`config.mk`:
```
export PLATFORM = sky130hd
export DESIGN_NAME = cgos_sqrt
export DESIGN_NICKNAME = d
export VERILOG_FILES = /design/src/design/cgos_sqrt.sv
export SDC_FILE = /design/constraint.sdc
export NUM_CORES = 2
export LEC_CHECK = 0
export BUFFER_PORTS_ARGS = -buffer_cell sky130_fd_sc_hd__clkbuf_2
export CORE_MARGIN = 3
export CORE_UTILIZATION = 25
export DETAILED_ROUTE_END_ITERATION = 10
export PLACE_DENSITY_LB_ADDON = 0.3
export RECOVER_POWER = 100
export SLEW_MARGIN = 10
export SYNTH_ARGS = -nofsm -noshare
export SYNTH_HDL_FRONTEND = slang
export SYNTH_MEMORY_MAX_BITS = 65536
export SYNTH_SLANG_ARGS = --single-unit
export TNS_END_PERCENT = 5
```
`constraint.sdc`:
```
create_clock -name clk -period 4.26 [get_ports clk]
set_input_delay 0.852 -clock clk [delete_from_list [all_inputs] [get_ports clk]]
set_output_delay 0.852 -clock clk [all_outputs]
set_load 0.05 [all_outputs]
```
`src/design/cgos_sqrt.sv`:
```
// Pipelined digit-by-digit integer square root, one root bit per stage.
// Carries a sideband word alongside; no package dependencies.
module cgos_sqrt #(
    parameter int RW = 64,
    parameter int SW = 1
) (
    input  logic              clk,
    input  logic              rst_n,
    input  logic              valid_in,
    input  logic [RW-1:0]     radicand,
    input  logic [SW-1:0]     side_in,
    output logic              valid_out,
    output logic [RW/2-1:0]   root,
    output logic [SW-1:0]     side_out
);
    localparam int STEPS = RW / 2;
    localparam int REMW  = STEPS + 2;

    logic              valid_reg [STEPS];
    logic [REMW-1:0]   rem_reg   [STEPS];
    logic [STEPS-1:0]  root_reg  [STEPS];
    logic [RW-1:0]     rad_reg   [STEPS];
    logic [SW-1:0]     side_reg  [STEPS];

    for (genvar i = 0; i < STEPS; i++) begin : g_step
        logic              src_valid;
        logic [REMW-1:0]   src_rem;
        logic [STEPS-1:0]  src_root;
        logic [RW-1:0]     src_rad;
        logic [SW-1:0]     src_side;
        logic [REMW-1:0]   rem_sh;
        logic [REMW-1:0]   trial;
        logic [REMW-1:0]   rem_next;
        logic [STEPS-1:0]  root_next;

        if (i == 0) begin : g_src_in
            assign src_valid = valid_in;
            assign src_rem   = '0;
            assign src_root  = '0;
            assign src_rad   = radicand;
            assign src_side  = side_in;
        end else begin : g_src_reg
            assign src_valid = valid_reg[i-1];
            assign src_rem   = rem_reg[i-1];
            assign src_root  = root_reg[i-1];
            assign src_rad   = rad_reg[i-1];
            assign src_side  = side_reg[i-1];
        end

        always_comb
        begin
            rem_sh = {src_rem[REMW-3:0], src_rad[RW-1:RW-2]};
            trial  = {src_root, 2'b01};
            if (rem_sh >= trial)
            begin
                rem_next  = rem_sh - trial;
                root_next = {src_root[STEPS-2:0], 1'b1};
            end
            else
            begin
                rem_next  = rem_sh;
                root_next = {src_root[STEPS-2:0], 1'b0};
            end
        end

        always_ff @(posedge clk or negedge rst_n)
        begin
            if (!rst_n)
                valid_reg[i] <= 1'b0;
            else
                valid_reg[i] <= src_valid;
        end

        always_ff @(posedge clk)
        begin
            rem_reg[i]  <= rem_next;
            root_reg[i] <= root_next;
            rad_reg[i]  <= {src_rad[RW-3:0], 2'b00};
            side_reg[i] <= src_side;
        end
    end

    assign valid_out = valid_reg[STEPS-1];
    assign root      = root_reg[STEPS-1];
    assign side_out  = side_reg[STEPS-1];

endmodule

```
# Word level (Yosys, flattened, before mapping)
# Memory sizes are Yosys's and may differ from the RTL's.
# Index checks and enable logic that the tools add are counted.
# classes
muxes,64
eq_ne,0
div,0
n_shift,0
order_cmp,32
n_reduce_logical,0
bitwise_logic,0
n_mul,0
add_sub_neg,32
# ops
op,n
$mux 34,32
$ge 34x34->1,31
$sub 34x34->34,31
$mux 1,32
$sub 2x1->3 const B,1
$ge 2x1->1 const B,1
# word_totals
latchBits,0
reg_bits,32
out_inout_bits,34
input_bits,68
rom_bits,0
ram_bits,4128
mem_count,4
# mem_list
name,depth,word_bits,rd,rd_clocked_by_memory_dff,wr,line,source
rad_reg,32,62,31,0,32,22,logic [RW-1:0] rad_reg [STEPS];
rem_reg,32,34,31,0,32,20,logic [REMW-1:0] rem_reg [STEPS];
root_reg,32,32,32,0,32,21,logic [STEPS-1:0] root_reg [STEPS];
side_reg,32,1,32,0,32,23,logic [SW-1:0] side_reg [STEPS];

# Longest topological paths before layout
# An unclocked memory read counts as a cell.
# logic_depth
word_depth,3
depth_mapped,15

# Worst setup path after synthesis
# OpenSTA, ideal clock, no wires.
# synth_timing
kind,register -> register
start,memory root_reg[0][480] (netlist name)
end,memory rem_reg[1][29] (netlist name)
required_time_ns,4.142
setup_slack_ns,1.106
synth_period_minus_slack_ns,3.154
arrival_ns,3.036
setup_ns,0.118
path_stages_with_launch,12
n_path_buf,0
cell_sequence,dfxtp_1 inv_1 ha_1 o21a_1 o21a_1 o41ai_1 a31oi_1 o211ai_1 a21oi_1 nor4_1 or4b_2 xnor2_1
# synth_lines
element,line
from (decl),21
to (decl),20

==> flow_results.org <==
** Clock tree
- H-Tree Level Count :: 5
- Max Buffers Root-to-Sink :: 4
- Clock root buffer :: sky130_fd_sc_hd__clkbuf_16
- TritonCTS built the clock tree.
- Clock-pin slew was measured on the worst setup and hold paths at 60 ps.
- Clock latency reported for the late side of the worst-skew pair :: 870 ps
- TritonCTS created 284 clock buffers.
- Clock sink count :: 2529

** Yosys
- After synthesis, the largest area contributor takes up 54.6% of total cell area.
- Top cell type by total area after synthesis :: sky130_fd_sc_hd__dfxtp_1
- In this run, synthesis produced a sequential element count of 2529.
- Unique masters post-synth :: 93
- Synthesized cell area :: 91600 um^2
- Ranked by total cell area, the synthesized netlist is headed by sky130_fd_sc_hd__dfxtp_1 (55%), sky130_fd_sc_hd__ha_1 (7.7%), sky130_fd_sc_hd__xnor2_1 (3.9%).
- Main flop type after synthesis :: sky130_fd_sc_hd__dfxtp_1
- Number of enable flip-flop cells after synthesis :: 0
- The average instance in the mapped netlist occupies 10.2 um^2.
- During synthesis, Yosys emitted a total of 0 warnings.
- Counting every net in the synthesized netlist gives 9597.
- Synthesis produced 8968 cells.
- Of all flip-flops after synthesis, the portion carrying an async set or reset was 1.27%.
- For this run, the register share of the synthesized area comes to 55.5%.

** Floorplanning
- Chip Height :: 611 um
- 102 I/O pins were placed.
- The die is 611 um wide.
- The core region is 364000 um^2.
- The die covers 374000 um^2.
- The floorplan has 221 rows.
- Initial Utilization :: 25.2%

** Global routing
- The via count of the first global-routing pass came to 60200.
- Initial antenna violation count :: 3
- Global-route wire length before repair :: 318000 um
- GRT Resource Usage Total :: 10.4%
- Overflow left after global routing :: 0
- Entering global routing, the biggest net connects 49 pins.

** Place
- Post-detailed-placement half-perimeter wirelength :: 149000 um
- Global placer's final weighted congestion :: 0.849
- Post-Place Cells :: 13700
- Port buffering added 101 buffers.
- In this run the cell area measured after placement is 97900 um^2.
- Worst setup slack after placement :: 674 ps

** Power
- The internal power of the cells totals 47.5 mW.
- The share of total power dissipated in sequential elements is 46.1%.
- Sum of internal, switching and leakage power :: 66.1 mW
- Clk pwr share :: 37.8%
- Power density normalized to cell area :: 612 nW/um^2
- Per report_power, the combinational group accounts for 16.0% of the total.
- Net Switching :: 18.6 mW
- For this design the static power due to leakage is 49.4 nW.
- Across the VDD grid, the largest voltage drop is 359 uV.
- Net switching is 28.1% of the power.

** Timing
- Setup repair after global routing left no endpoint under its margin.
- Setup-failing EPs final :: 0
- The worst path meets setup with 494 ps of slack.
- Highest clock frequency the design can meet :: 0.266 GHz
- Number of max-slew violations in the final report :: 33
- Setup Total Neg Slack :: 0 ps
- At the pin with the least slew margin, the transition time is 1640 ps.
- Hold is met by 104 ps.
- Min Tclk post-route :: 3770 ps
- The final hold violation count was 0.
- Post-route clock period utilization :: 88.4%
- Clock skew on the completed layout was measured at 68.6 ps.
- In this run the tightest slew margin relative to its limit is -9.61%.

** Worst hold path
- Worst hold path type :: in2reg
- Worst min-delay path startpoint :: radicand[5]

** Run status
- Status :: finished, violations left
- Failing checks :: max-capacitance violations, max-slew violations

** Final layout
- Storage cell area :: 50800 um^2
- Layout cell share with drive strength beyond 1 :: 6.87%
- Area occupied by multi-input gates :: 37300 um^2
- After the flow finishes, the layout carries non-filler instances totaling 14300.
- From synthesis to final layout, the design area changed by 17.9%.
- Leading cell type in the layout, fill and taps excluded :: sky130_fd_sc_hd__dfxtp_1
- The finished cells cover 108000 um^2.
- Once layout is complete, the utilization of the core stands at 29.7%.
- Number of flip-flops in the largest register :: 992
- After the last flow step, the layout net total stands at 9907.
- The top cell types in the final layout, fill and taps aside, are sky130_fd_sc_hd__dfxtp_1 (2497), sky130_fd_sc_hd__inv_1 (728), sky130_fd_sc_hd__nand2_1 (656), sky130_fd_sc_hd__ha_1 (561), sky130_fd_sc_hd__nor2_1 (524).
- Filler cell count :: 37700

** Detailed routing
- Final Routed Wirelength :: 198000 um
- After detailed routing, the number of remaining DRC violations is 0.
- In this run the remaining antenna-violating nets after routing total 0.
- First DRT Iteration DRCs :: 3251
- After detailed routing, the average wire length per cell comes to 13.8 um.
- The detailed router placed 60500 vias in this run.
- Before antenna repair, the detailed router went through 5 iterations.
- Via-per-instance ratio :: 4.23

** Setup path
- Launching element type of the critical path :: register
- Data required, critical path :: 5050 ps
- Critical Path Fanout Max :: 15
- Data arrives at the worst endpoint at 4550 ps.
- The worst setup path is captured at a register.
- Launching point of the worst reg2reg path :: rem_reg[0][141]
- The critical path starts at rem_reg[0][141].
- Worst Setup Path Type :: reg2reg

** Run
- Maxcap violations :: 1
==> cell families (layout without fill, tap and decap cells) <==
family | count (synthesis) | after routing | synth area share [%]
adders and majority gates | 561 | 561 | 7.66
xor gates and xnor gates | 779 | 779 | 7.45
and+or+nand+nor | 2299 | 2299 | 12.3
AOI/OAI and AO/OA | 1815 | 1815 | 12.4
other | 1 | 3 | 0.00409
buffers and inverters | 912 | 1444 | 3.77
DFF | 2529 | 2529 | 55.5
muxes | 72 | 72 | 0.876
==> cell type report <==
type | count | area share, %
flip-flops and latches | 2529 | 47.0
clock buffers | 390 | 7.53
repair buffers | 207 | 1.21
clock inverters | 118 | 1.54
inverters | 729 | 2.53
well taps | 4794 | 5.56
multi-input cells | 5527 | 34.6
diodes | 2 | 0.00464
==> repair_timing <==
action	CTS	global route
hold endpoints to repair	81	0
hold buffers	50	0
resized for setup	0	0
buffers inserted	0	0
==> power by group through the flow <==
stage               clock, mW  sequential (mW)  combinational (mW)
global route             27.0             31.0                12.0
global placement            0             31.1                10.6
floorplan                   0             29.9                8.33
finish                   25.0             30.5                10.6
detailed placement          0             31.1                10.6
CTS                      26.1             30.6                10.7
==> synthesized netlist by cell type (96+ instances only) <==
cell type	instances
sky130_fd_sc_hd__nand2_1	656
sky130_fd_sc_hd__a21oi_1	517
sky130_fd_sc_hd__nand3_1	136
sky130_fd_sc_hd__ha_1	561
sky130_fd_sc_hd__a21o_1	233
sky130_fd_sc_hd__xor2_1	372
sky130_fd_sc_hd__nand2b_1	100
sky130_fd_sc_hd__o21a_1	96
sky130_fd_sc_hd__nor3_1	212
sky130_fd_sc_hd__inv_1	726
sky130_fd_sc_hd__nor2_1	524
sky130_fd_sc_hd__clkbuf_1	155
sky130_fd_sc_hd__xnor2_1	407
sky130_fd_sc_hd__nand4_1	100
sky130_fd_sc_hd__dfxtp_1	2497
sky130_fd_sc_hd__nor2b_1	97
sky130_fd_sc_hd__o21ai_0	487
sky130_fd_sc_hd__nor4_1	110
==> final timing paths <==
kind,to,slack [ps],cells past startpoint
setup reg to reg,rem_reg[0][183],490,10
max in group asynchronous,g_step[30].src_valid,2350,2
min in group asynchronous,g_step[8].src_valid,950,2
hold / removal,rad_reg[0][5],100,1
hold reg to reg,rad_reg[10][30],290,0
setup / recovery,rem_reg[0][183],490,10
==> per-layer routing <==
metal  track usage, %  vias up  part of all wire (%)
met2             18.5      968                    49
met4             3.74        0                   3.3
met3             1.64      376                   3.8
met5                0        -                     0
met1             12.5    27800                    44
li1                 -    31300                     -
==> critical path: stages (launching register included) <==
cell and delay (ps):
sky130_fd_sc_hd__dfxtp_1 320, sky130_fd_sc_hd__or4_1 590, sky130_fd_sc_hd__nand4b_1 250, sky130_fd_sc_hd__or4_1 460, sky130_fd_sc_hd__nor2_1 170, sky130_fd_sc_hd__nand2_1 110
sky130_fd_sc_hd__a2111oi_2 1030, sky130_fd_sc_hd__buf_4 360, sky130_fd_sc_hd__nor3_1 150, sky130_fd_sc_hd__nand2b_1 140, sky130_fd_sc_hd__xnor2_1 110
Note: power is estimated with default switching activity, not from simulation.
